**config.mk**
```make
export PLATFORM = sky130hd
export DESIGN_NAME = sqrt_rational_bracket
export DESIGN_NICKNAME = d
export VERILOG_FILES = /design/src/hw/rtl/sqrb_pkg.sv /design/src/hw/rtl/sqrb_ctrl.sv /design/src/hw/rtl/sqrb_dp.sv /design/src/hw/rtl/sqrt_rational_bracket.sv
export SDC_FILE = /design/constraint.sdc
export NUM_CORES = 2
export LEC_CHECK = 0
export BUFFER_PORTS_ARGS = -buffer_cell sky130_fd_sc_hd__buf_2
export CORE_ASPECT_RATIO = 1.2
export CORE_MARGIN = 5
export CORE_UTILIZATION = 50
export DETAILED_ROUTE_END_ITERATION = 6
export PLACE_DENSITY = 0.68
export SETUP_SLACK_MARGIN = 0.4
export SLEW_MARGIN = 20
export SYNTH_ARGS = -nofsm -noshare
export SYNTH_HDL_FRONTEND = slang
export SYNTH_SLANG_ARGS = --single-unit
```
**constraint.sdc**
```tcl
create_clock -name clk_i -period 7 [get_ports clk_i]
set_input_delay 0.35 -clock clk_i [delete_from_list [all_inputs] [get_ports clk_i]]
set_output_delay 0.35 -clock clk_i [all_outputs]
set_load 0.05 [all_outputs]
```
**src/hw/rtl/sqrb_pkg.sv**
```systemverilog
package sqrb_pkg;

  // Width of the bound, of each numerator and of each denominator
  localparam int unsigned FRAC_W = 8;

  // Default configuration of the block
  localparam int unsigned BOUND_MAX_DEF     = 255;
  localparam int unsigned RADICAND_BITS_DEF = 16;

  // Commands from the controller to the datapath
  typedef struct packed {
    logic start;      // capture the item, clear the root unit
    logic root_step;  // one digit of floor(sqrt p)
    logic square;     // a * a
    logic init;       // set up the denominator search
    logic step_a;     // advance the denominator, tentative numerator
    logic step_b;     // settle floor(sqrt(p*d*d))
    logic step_c;     // clamp and form cross products
    logic step_d;     // update the best fractions
    logic load_out;   // move the best fractions to the result register
  } sqrb_cmd_t;

  // Status from the datapath to the controller
  typedef struct packed {
    logic root_last;   // current root digit is the last one
    logic bound_zero;  // no fraction can exist
    logic last_den;    // current denominator equals the bound
  } sqrb_sts_t;

endpackage

```
**src/hw/rtl/sqrb_ctrl.sv**
```systemverilog
module sqrb_ctrl (
  input  logic              clk_i,
  input  logic              rst_ni,
  input  logic              in_valid_i,
  output logic              in_ready_o,
  output logic              out_valid_o,
  input  logic              out_ready_i,
  output sqrb_pkg::sqrb_cmd_t cmd_o,
  input  sqrb_pkg::sqrb_sts_t sts_i
);
  import sqrb_pkg::*;

  typedef enum logic [3:0] {
    ST_IDLE,
    ST_ROOT,
    ST_SQUARE,
    ST_INIT,
    ST_STEP_A,
    ST_STEP_B,
    ST_STEP_C,
    ST_STEP_D,
    ST_DONE
  } state_e;

  state_e state_q, state_d;
  logic   out_valid_q, out_valid_d;
  logic   out_free;

  assign out_free    = !out_valid_q || out_ready_i;
  assign in_ready_o  = (state_q == ST_IDLE);
  assign out_valid_o = out_valid_q;

  // Decode commands and next state
  always_comb begin
    cmd_o       = '0;
    state_d     = state_q;
    out_valid_d = out_valid_q && !out_ready_i;
    unique case (state_q)
      ST_IDLE: begin
        if (in_valid_i) begin
          cmd_o.start = 1'b1;
          state_d     = ST_ROOT;
        end
      end
      ST_ROOT: begin
        cmd_o.root_step = 1'b1;
        if (sts_i.root_last) begin
          state_d = ST_SQUARE;
        end
      end
      ST_SQUARE: begin
        cmd_o.square = 1'b1;
        state_d      = ST_INIT;
      end
      ST_INIT: begin
        cmd_o.init = 1'b1;
        state_d    = sts_i.bound_zero ? ST_DONE : ST_STEP_A;
      end
      ST_STEP_A: begin
        cmd_o.step_a = 1'b1;
        state_d      = ST_STEP_B;
      end
      ST_STEP_B: begin
        cmd_o.step_b = 1'b1;
        state_d      = ST_STEP_C;
      end
      ST_STEP_C: begin
        cmd_o.step_c = 1'b1;
        state_d      = ST_STEP_D;
      end
      ST_STEP_D: begin
        cmd_o.step_d = 1'b1;
        state_d      = sts_i.last_den ? ST_DONE : ST_STEP_A;
      end
      ST_DONE: begin
        if (out_free) begin
          cmd_o.load_out = 1'b1;
          out_valid_d    = 1'b1;
          state_d        = ST_IDLE;
        end
      end
      default: begin
        state_d = ST_IDLE;
      end
    endcase
  end

  // Hold state and the result valid flag
  always_ff @(posedge clk_i or negedge rst_ni) begin
    if (!rst_ni) begin
      state_q     <= ST_IDLE;
      out_valid_q <= 1'b0;
    end else begin
      state_q     <= state_d;
      out_valid_q <= out_valid_d;
    end
  end

`ifndef NO_ASSERTIONS
  // A new result never overwrites one that is still waiting
  assert property (@(posedge clk_i) disable iff (!rst_ni)
    cmd_o.load_out |-> out_free)
    else $error("result register overwritten");

  // An accepted item starts the root unit
  assert property (@(posedge clk_i) disable iff (!rst_ni)
    (in_valid_i && in_ready_o) |=> (state_q == ST_ROOT))
    else $error("accepted item did not start the search");

  // The search ends after the last denominator
  assert property (@(posedge clk_i) disable iff (!rst_ni)
    (state_q == ST_STEP_D && sts_i.last_den) |=> (state_q == ST_DONE))
    else $error("search ran past the bound");
`endif

endmodule

```
**src/hw/rtl/sqrb_dp.sv**
```systemverilog
module sqrb_dp #(
  parameter int unsigned BOUND_MAX     = sqrb_pkg::BOUND_MAX_DEF,
  parameter int unsigned RADICAND_BITS = sqrb_pkg::RADICAND_BITS_DEF
) (
  input  logic                        clk_i,
  input  logic                        rst_ni,
  input  logic [RADICAND_BITS-1:0]    radicand_i,
  input  logic [sqrb_pkg::FRAC_W-1:0] bound_i,
  input  sqrb_pkg::sqrb_cmd_t         cmd_i,
  output sqrb_pkg::sqrb_sts_t         sts_o,
  output logic [sqrb_pkg::FRAC_W-1:0] below_num_o,
  output logic [sqrb_pkg::FRAC_W-1:0] below_den_o,
  output logic                        below_found_o,
  output logic [sqrb_pkg::FRAC_W-1:0] above_num_o,
  output logic [sqrb_pkg::FRAC_W-1:0] above_den_o,
  output logic                        above_found_o
);
  import sqrb_pkg::*;

  localparam int unsigned HALF = (RADICAND_BITS + 1) / 2;   // digits of the root
  localparam int unsigned RW   = 2 * HALF;                  // padded radicand
  localparam int unsigned REMW = HALF + 2;                  // root remainder
  localparam int unsigned CW   = (HALF > 1) ? $clog2(HALF) : 1;
  localparam int unsigned XW   = HALF + FRAC_W;             // floor(sqrt(p*d*d))
  localparam int unsigned QW   = 2 * XW + 2;                // squares and p*d*d
  localparam int unsigned PW   = 2 * FRAC_W;                // cross products
  localparam logic [FRAC_W-1:0] BOUND_SAT =
      (BOUND_MAX >= (2 ** FRAC_W) - 1) ? {FRAC_W{1'b1}} : FRAC_W'(BOUND_MAX);

  // Captured item
  logic [RADICAND_BITS-1:0] p_q;
  logic [FRAC_W-1:0]        n_q;

  // Root unit
  logic [RW-1:0]   rad_q;
  logic [REMW-1:0] rem_q;
  logic [HALF-1:0] a_q;
  logic [CW-1:0]   cnt_q;
  logic [RW-1:0]   a2_q;

  // Search state
  logic [QW-1:0]     ca_q, cb_q, w_q, q_q, s_q, inc_q, t0_q;
  logic [XW-1:0]     x_q, y_q, ad_q;
  logic [FRAC_W-1:0] d_q;

  // Candidate stage
  logic              lok_q, uok_q;
  logic [FRAC_W-1:0] xc_q, uc_q;
  logic [PW-1:0]     pl1_q, pl2_q, pu1_q, pu2_q;

  // Best fractions
  logic [FRAC_W-1:0] bx_q, by_q, ux_q, uy_q;
  logic              bf_q, uf_q;

  // Result register
  logic [FRAC_W-1:0] ob_num_q, ob_den_q, oa_num_q, oa_den_q;
  logic              ob_fnd_q, oa_fnd_q;

  // Combinational terms
  logic [REMW+1:0]   rem_t, trial;
  logic              root_ge;
  logic [RW-1:0]     a_ext;
  logic [QW-1:0]     t1;
  logic              t1_fits;
  logic [FRAC_W-1:0] xc;
  logic [XW:0]       uw, uc_full;
  logic [FRAC_W-1:0] bound_sat;

  // Saturate the bound
  assign bound_sat = (bound_i > BOUND_SAT) ? BOUND_SAT : bound_i;

  // One digit of the root: bring down two radicand bits, try root*4+1
  assign rem_t   = {rem_q, rad_q[RW-1 -: 2]};
  assign trial   = (REMW + 2)'({a_q, 2'b01});
  assign root_ge = (rem_t >= trial);
  assign a_ext   = RW'(a_q);

  // Next floor root: take y+1 when its square still fits under p*d*d
  assign t1      = t0_q + QW'({y_q, 1'b1});
  assign t1_fits = (t1 <= s_q);

  // Clamp the lower numerator, form the upper one as the ceiling root
  always_comb begin
    xc      = (x_q > XW'(n_q)) ? n_q : x_q[FRAC_W-1:0];
    uw      = {1'b0, x_q} + (XW + 1)'(q_q != s_q);
    uc_full = (uw == '0) ? (XW + 1)'(1) : uw;
  end

  // Datapath registers
  always_ff @(posedge clk_i) begin
    if (cmd_i.start) begin
      p_q   <= radicand_i;
      n_q   <= bound_sat;
      rad_q <= RW'(radicand_i);
      rem_q <= '0;
      a_q   <= '0;
    end
    if (cmd_i.root_step) begin
      rad_q <= rad_q << 2;
      rem_q <= root_ge ? REMW'(rem_t - trial) : REMW'(rem_t);
      a_q   <= HALF'({a_q, root_ge});
    end
    if (cmd_i.square) begin
      a2_q <= a_ext * a_ext;
    end
    if (cmd_i.init) begin
      ca_q  <= QW'({a2_q, 1'b0});
      cb_q  <= QW'({a2_q, 1'b0}) + QW'({a_q, 1'b0});
      w_q   <= QW'(a2_q);
      q_q   <= '0;
      s_q   <= '0;
      inc_q <= QW'(p_q);
      x_q   <= '0;
      ad_q  <= '0;
      d_q   <= '0;
      bx_q  <= '0;
      by_q  <= '0;
      ux_q  <= '0;
      uy_q  <= '0;
    end
    if (cmd_i.step_a) begin
      d_q   <= d_q + FRAC_W'(1);
      ad_q  <= ad_q + XW'(a_q);
      s_q   <= s_q + inc_q;
      inc_q <= inc_q + QW'({p_q, 1'b0});
      t0_q  <= q_q + w_q;
      y_q   <= x_q + XW'(a_q);
    end
    if (cmd_i.step_b) begin
      if (t1_fits) begin
        x_q <= y_q + XW'(1);
        q_q <= t1;
        w_q <= w_q + cb_q;
      end else begin
        x_q <= y_q;
        q_q <= t0_q;
        w_q <= w_q + ca_q;
      end
    end
    if (cmd_i.step_c) begin
      lok_q <= (xc != '0) && (XW'(xc) >= ad_q);
      uok_q <= (uc_full <= (XW + 1)'(n_q)) &&
               (uc_full <= ({1'b0, ad_q} + (XW + 1)'(d_q)));
      xc_q  <= xc;
      uc_q  <= uc_full[FRAC_W-1:0];
      pl1_q <= PW'(xc) * PW'(by_q);
      pl2_q <= PW'(bx_q) * PW'(d_q);
      pu1_q <= PW'(uc_full[FRAC_W-1:0]) * PW'(uy_q);
      pu2_q <= PW'(ux_q) * PW'(d_q);
    end
    if (cmd_i.step_d) begin
      if (lok_q && (!bf_q || (pl1_q > pl2_q))) begin
        bx_q <= xc_q;
        by_q <= d_q;
      end
      if (uok_q && (!uf_q || (pu1_q < pu2_q))) begin
        ux_q <= uc_q;
        uy_q <= d_q;
      end
    end
    if (cmd_i.load_out) begin
      ob_num_q <= bx_q;
      ob_den_q <= by_q;
      ob_fnd_q <= bf_q;
      oa_num_q <= ux_q;
      oa_den_q <= uy_q;
      oa_fnd_q <= uf_q;
    end
  end

  // Digit counter and found flags
  always_ff @(posedge clk_i or negedge rst_ni) begin
    if (!rst_ni) begin
      cnt_q <= '0;
      bf_q  <= 1'b0;
      uf_q  <= 1'b0;
    end else begin
      if (cmd_i.start) begin
        cnt_q <= '0;
      end else if (cmd_i.root_step) begin
        cnt_q <= cnt_q + CW'(1);
      end
      if (cmd_i.init) begin
        bf_q <= 1'b0;
        uf_q <= 1'b0;
      end else if (cmd_i.step_d) begin
        if (lok_q) begin
          bf_q <= 1'b1;
        end
        if (uok_q) begin
          uf_q <= 1'b1;
        end
      end
    end
  end

  assign sts_o.root_last  = (cnt_q == CW'(HALF - 1));
  assign sts_o.bound_zero = (n_q == '0);
  assign sts_o.last_den   = (d_q == n_q);

  assign below_num_o   = ob_num_q;
  assign below_den_o   = ob_den_q;
  assign below_found_o = ob_fnd_q;
  assign above_num_o   = oa_num_q;
  assign above_den_o   = oa_den_q;
  assign above_found_o = oa_fnd_q;

`ifndef NO_ASSERTIONS
  // The tracked numerator stays a floor root: its square never exceeds p*d*d
  assert property (@(posedge clk_i) disable iff (!rst_ni)
    cmd_i.step_b |=> (q_q <= s_q))
    else $error("tracked square exceeds p*d*d");

  // The denominator never advances past the bound
  assert property (@(posedge clk_i) disable iff (!rst_ni)
    cmd_i.step_a |-> (d_q < n_q))
    else $error("denominator advanced past the bound");

  // A found lower fraction has nonzero numerator and denominator
  assert property (@(posedge clk_i) disable iff (!rst_ni)
    bf_q |-> ((bx_q != '0) && (by_q != '0)))
    else $error("lower fraction found with a zero term");
`endif

endmodule

```
**src/hw/rtl/sqrt_rational_bracket.sv**
```systemverilog
// Channel | Handshake                  | Payload
// --------+----------------------------+------------------------------------------
// in      | in_valid_i / in_ready_o    | radicand_i, bound_i
// out     | out_valid_o / out_ready_i  | below_num_o, below_den_o, below_found_o,
//         |                            | above_num_o, above_den_o, above_found_o
//
// From accept to result an item computes one root digit per cycle, squares the root,
// then sets up the search and takes each denominator up to n, the saturated bound,
// in four steps (advance, settle the floor root, cross-multiply, compare).
// One item is worked at a time; in_ready_o is high only while the search is idle.
// A finished result waits in the output register, so the next item is taken
// while out_ready_i stalls; the search stalls only if a second result is ready.
// Reset clears the controller and the output valid flag.
module sqrt_rational_bracket #(
  parameter int unsigned BOUND_MAX     = sqrb_pkg::BOUND_MAX_DEF,
  parameter int unsigned RADICAND_BITS = sqrb_pkg::RADICAND_BITS_DEF
) (
  input  logic                        clk_i,
  input  logic                        rst_ni,
  input  logic                        in_valid_i,
  output logic                        in_ready_o,
  input  logic [RADICAND_BITS-1:0]    radicand_i,
  input  logic [sqrb_pkg::FRAC_W-1:0] bound_i,
  output logic                        out_valid_o,
  input  logic                        out_ready_i,
  output logic [sqrb_pkg::FRAC_W-1:0] below_num_o,
  output logic [sqrb_pkg::FRAC_W-1:0] below_den_o,
  output logic                        below_found_o,
  output logic [sqrb_pkg::FRAC_W-1:0] above_num_o,
  output logic [sqrb_pkg::FRAC_W-1:0] above_den_o,
  output logic                        above_found_o
);
  import sqrb_pkg::*;

  sqrb_cmd_t cmd;
  sqrb_sts_t sts;

  // Sequence the search
  sqrb_ctrl u_ctrl (
    .clk_i       (clk_i),
    .rst_ni      (rst_ni),
    .in_valid_i  (in_valid_i),
    .in_ready_o  (in_ready_o),
    .out_valid_o (out_valid_o),
    .out_ready_i (out_ready_i),
    .cmd_o       (cmd),
    .sts_i       (sts)
  );

  // Root unit, denominator search and result register
  sqrb_dp #(
    .BOUND_MAX     (BOUND_MAX),
    .RADICAND_BITS (RADICAND_BITS)
  ) u_dp (
    .clk_i         (clk_i),
    .rst_ni        (rst_ni),
    .radicand_i    (radicand_i),
    .bound_i       (bound_i),
    .cmd_i         (cmd),
    .sts_o         (sts),
    .below_num_o   (below_num_o),
    .below_den_o   (below_den_o),
    .below_found_o (below_found_o),
    .above_num_o   (above_num_o),
    .above_den_o   (above_den_o),
    .above_found_o (above_found_o)
  );

endmodule

```
==> impl_metrics.env <==
export IMPL_cp_data_required_time_ns=7.36
export IMPL_number_of_filler_cells_placed_in_the_layout=6730
export IMPL_maximum_number_of_pins_on_one_net_before_global_route_repair=69
export IMPL_cts_clk_slew_worst_paths_ns=0.06
export IMPL_number_of_sinks_handled_by_clock_tree_synthesis=489
export IMPL_critical_path_peak_fanout=3
export IMPL_fp_dieW_um=266
export IMPL_syn_inst=3935
export IMPL_share_of_layout_cells_above_drive_strength_1=0.104
export IMPL_io_buffers=63
export IMPL_signal_arrival_time_at_the_worst_endpoint_ns=7.35
export IMPL_synth_seq_area_share=0.365
export IMPL_crit_type="reg -> reg"
export IMPL_syn_avg_cell_area_um2=9.96
export IMPL_mappedNetlistArea_um2=39200
export IMPL_max_freq_ghz=0.143
export IMPL_cts_htree_levels=2
export IMPL_groute_usage_overall=0.230
export IMPL_area_growth_synth_to_final_pct=13.2
export IMPL_cts_path_max_buffers=3
export IMPL_setup_viol=0
export IMPL_highest_signal_layer="met4"
export IMPL_layout_nets=4779
export IMPL_remaining_drc_errors=0
export IMPL_synth_edff_count=445
export IMPL_design_portCount=64
export IMPL_die_h_um=317
export IMPL_r2r_start="u_dp.q_q[7]"
export IMPL_drt_iter0_drc=1853
export IMPL_clock_latency_ns=0.62
export IMPL_initial_antenna_violation_count=1
export IMPL_timing_final_crit_share=1.00
export IMPL_detailedPlace_worstSlack_ns=-0.356
export IMPL_ant_nets=0
export IMPL_register_bit_count_reported_by_yosys=489
export IMPL_critical_path_endpoint_type="flip-flop"
export IMPL_cells_on_worst_reg2reg_path=28
export IMPL_synthFlopType="sky130_fd_sc_hd__edfxtp_1"
export IMPL_worst_r2r_setup_slack_ns=0.003
export IMPL_critPathLaunch="u_dp.q_q[7]"
export IMPL_hpwl_mm=73.2
export IMPL_worst_path_buf_inv=4
export IMPL_status="complete, no violations"
export IMPL_number_of_cts_inserted_buffers=54
export IMPL_maxSlewViolCount=0
export IMPL_rows=112
export IMPL_total_length_of_routed_wires_mm=98.3
export IMPL_via_count=29351
export IMPL_cp_depth=28
export IMPL_timing_max_slew_rel_slack=0.276
export IMPL_met2_wirelength_mm=50.3
export IMPL_critical_path_top_delay_family="adder cells"
export IMPL_drv_max_cap_violation_count=0
export IMPL_gp_congestion=0.934
export IMPL_tritoncts_clock_tree="done"
export IMPL_grt_remaining_overflow=0
export IMPL_ys_warnings_count=0
export IMPL_routed_wl_met3_mm=3.95
export IMPL_timing_rr_end="u_dp.pu1_q[15]"
export IMPL_utilization=0.571
export IMPL_layout_setup_ws_ns=0.00305
export IMPL_worstSetupEndpoint="u_dp.pu1_q[15]"
export IMPL_hold_worst_slack_ns=0.169
export IMPL_initial_utilization=0.504
export IMPL_cp_slowest_stage_delay_ns=0.51
export IMPL_synth_async_sr_flop_share=0.0204
export IMPL_detailedRoute_firstPassIterationCount=5
export IMPL_cts_root_buf="sky130_fd_sc_hd__clkbuf_16"
export IMPL_timing_hold_worst_class="in -> async"
export IMPL_critical_path_top_cell_by_count="sky130_fd_sc_hd__fa_1"
export IMPL_crit_path_start_kind="flip-flop"
export IMPL_grt_pass1_vias=29497
export IMPL_grt_first_pass_wirelength_mm=156
export IMPL_shortest_clock_period_the_worst_path_allows_after_layout_ns=7.00
export IMPL_wl_met1_mm=38.8
export IMPL_count_of_inserted_antenna_diode_cells=0
export IMPL_tightestPinTransition_ns=1.09
export IMPL_yosys_cell_types_count=78
export IMPL_slowest_stage="sky130_fd_sc_hd__fa_1"
export IMPL_die_area_um2=84100
export IMPL_grt_setup_unrepaired="yes"
export IMPL_syn_nets=4582
export IMPL_via_per_inst=5.64
export IMPL_routedWlPerCell_um=18.9
export IMPL_finalHoldViolations=0
export IMPL_final_setup_skew_ns=0.0211
export IMPL_core_region_area_um2=77800
## metal layers
metal	up-vias	global-route usage
li1	14165	-
met1	14319	0.271
met2	646	0.418
met3	221	0.0269
met4	0	0.108
met5	-	0
## worst register-to-register path: cells and delay by family (launching register included)
kind | cells | cell delay [ns]
compound gates | 6 | 1.08
xor+xnor | 3 | 0.45
fa+ha+maj | 7 | 2.71
buf+inv | 4 | 0.29
flops | 1 | 0.45
simple gates | 8 | 1.77
## state kept, by name, indices dropped and copies added (netlist names), 15 cells and up
register and count:
u_dp.inc_q 34, u_dp.q_q 34, u_dp.s_q 34, u_dp.t0_q 34, u_dp.w_q 34, u_dp.cb_q 17, u_dp.ad_q 16, u_dp.p_q 16
u_dp.pl1_q 16, u_dp.pl2_q 16, u_dp.pu1_q 16, u_dp.pu2_q 16, u_dp.rad_q 16, u_dp.x_q 16, u_dp.y_q 16, u_dp.a2_q 15
u_dp.ca_q 15
## kinds of logic after synthesis
kind of cell    after synthesis  synth area share
compound gates              706             0.118
xor+xnor                    311            0.0695
fa+ha+maj                   619             0.231
buf+inv                     527            0.0515
flops                       489             0.365
mux                          36           0.00942
simple gates               1247             0.156
## cell type report
class,instances,area [um2],area share
Tap cell,1026,1280,0.0289
Clock inverter,36,519,0.0117
Multi-Input combinational cell,2919,23400,0.528
Clock buffer,65,1510,0.0340
Sequential cell,489,14300,0.322
Timing Repair Buffer,247,1780,0.0401
Inverter,421,1580,0.0356
## cells in the final DEF (no fill, tap or decap), drive strengths merged, types with 66 or more instances in the layout
master,synthesis,routed
buf,29,220
nand3,86,86
inv,419,422
nor2,251,251
xnor2,213,213
o21ai,155,155
clkbuf,77,66
and2,149,149
xor2,98,98
a21oi,203,203
ha,442,442
nand2,390,390
fa,177,177
a21o,100,100
edfxtp,445,445
## synth_stat cells, types with 14 or more instances
| cell type | instances | area [um2] |
|---|---|---|
| sky130_fd_sc_hd__o21a_1 | 34 | 255 |
| sky130_fd_sc_hd__o21bai_1 | 28 | 210 |
| sky130_fd_sc_hd__and4_1 | 14 | 123 |
| sky130_fd_sc_hd__xnor2_1 | 213 | 1870 |
| sky130_fd_sc_hd__a31oi_1 | 27 | 169 |
| sky130_fd_sc_hd__inv_1 | 419 | 1570 |
| sky130_fd_sc_hd__nand4_1 | 48 | 300 |
| sky130_fd_sc_hd__a21o_1 | 100 | 751 |
| sky130_fd_sc_hd__clkbuf_1 | 77 | 289 |
| sky130_fd_sc_hd__nand3_1 | 86 | 430 |
| sky130_fd_sc_hd__and2_1 | 149 | 932 |
| sky130_fd_sc_hd__or3_1 | 50 | 313 |
| sky130_fd_sc_hd__xor2_1 | 98 | 858 |
| sky130_fd_sc_hd__fa_1 | 177 | 3540 |
| sky130_fd_sc_hd__nand2_1 | 390 | 1460 |
| sky130_fd_sc_hd__nor3_1 | 61 | 305 |
| sky130_fd_sc_hd__nor2_1 | 249 | 935 |
| sky130_fd_sc_hd__nor2b_1 | 60 | 375 |
| sky130_fd_sc_hd__nand2b_1 | 29 | 181 |
| sky130_fd_sc_hd__mux2i_1 | 29 | 290 |
| sky130_fd_sc_hd__edfxtp_1 | 445 | 13400 |
| sky130_fd_sc_hd__a221o_1 | 18 | 180 |
| sky130_fd_sc_hd__dfxtp_1 | 34 | 681 |
| sky130_fd_sc_hd__nor4_1 | 27 | 169 |
| sky130_fd_sc_hd__a22o_1 | 16 | 140 |
| sky130_fd_sc_hd__ha_1 | 442 | 5530 |
| sky130_fd_sc_hd__and3_1 | 47 | 294 |
| sky130_fd_sc_hd__a21oi_1 | 202 | 1010 |
| sky130_fd_sc_hd__o21ai_0 | 149 | 746 |
| sky130_fd_sc_hd__a211oi_1 | 15 | 113 |
## through the flow
step	instance area [um2]	cells	TNS [ns]
after CTS	44000	5187	-1.05
after detailed placement	41500	5054	-1.78
after floorplan	39300	3935	0
final	44400	5203	0
after global routing	44400	5203	-1.08
after global placement	41500	5054	-1.27
## worst min path at each step
stage	startpoint	endpoint	slack (ns)	cells past startpoint
6_report	rst_ni	u_ctrl.state_q[2]	0.17	2
5_1_grt	rst_ni	u_ctrl.state_q[3]	0.16	2
4_1_cts	rst_ni	u_ctrl.state_q[3]	0.15	2
3_5_place_dp	rst_ni	u_dp.bf_q	0.27	1
3_3_place_gp	rst_ni	u_dp.bf_q	0.27	1
2_1_floorplan	rst_ni	u_ctrl.out_valid_o	0.05	0
## what timing repair did
item                                   CTS  global route
setup endpoints to repair               33            39
resized for setup                       36            66
cloned                                   0             1
hold buffers                            26             0
setup buffers                            6            15
endpoints found under the hold margin   38             0
pin swaps                               31            50
Power is left out: the tool's default activity adds up to more than one toggle a clock period on the data nets, which glitch-free logic cannot reach.
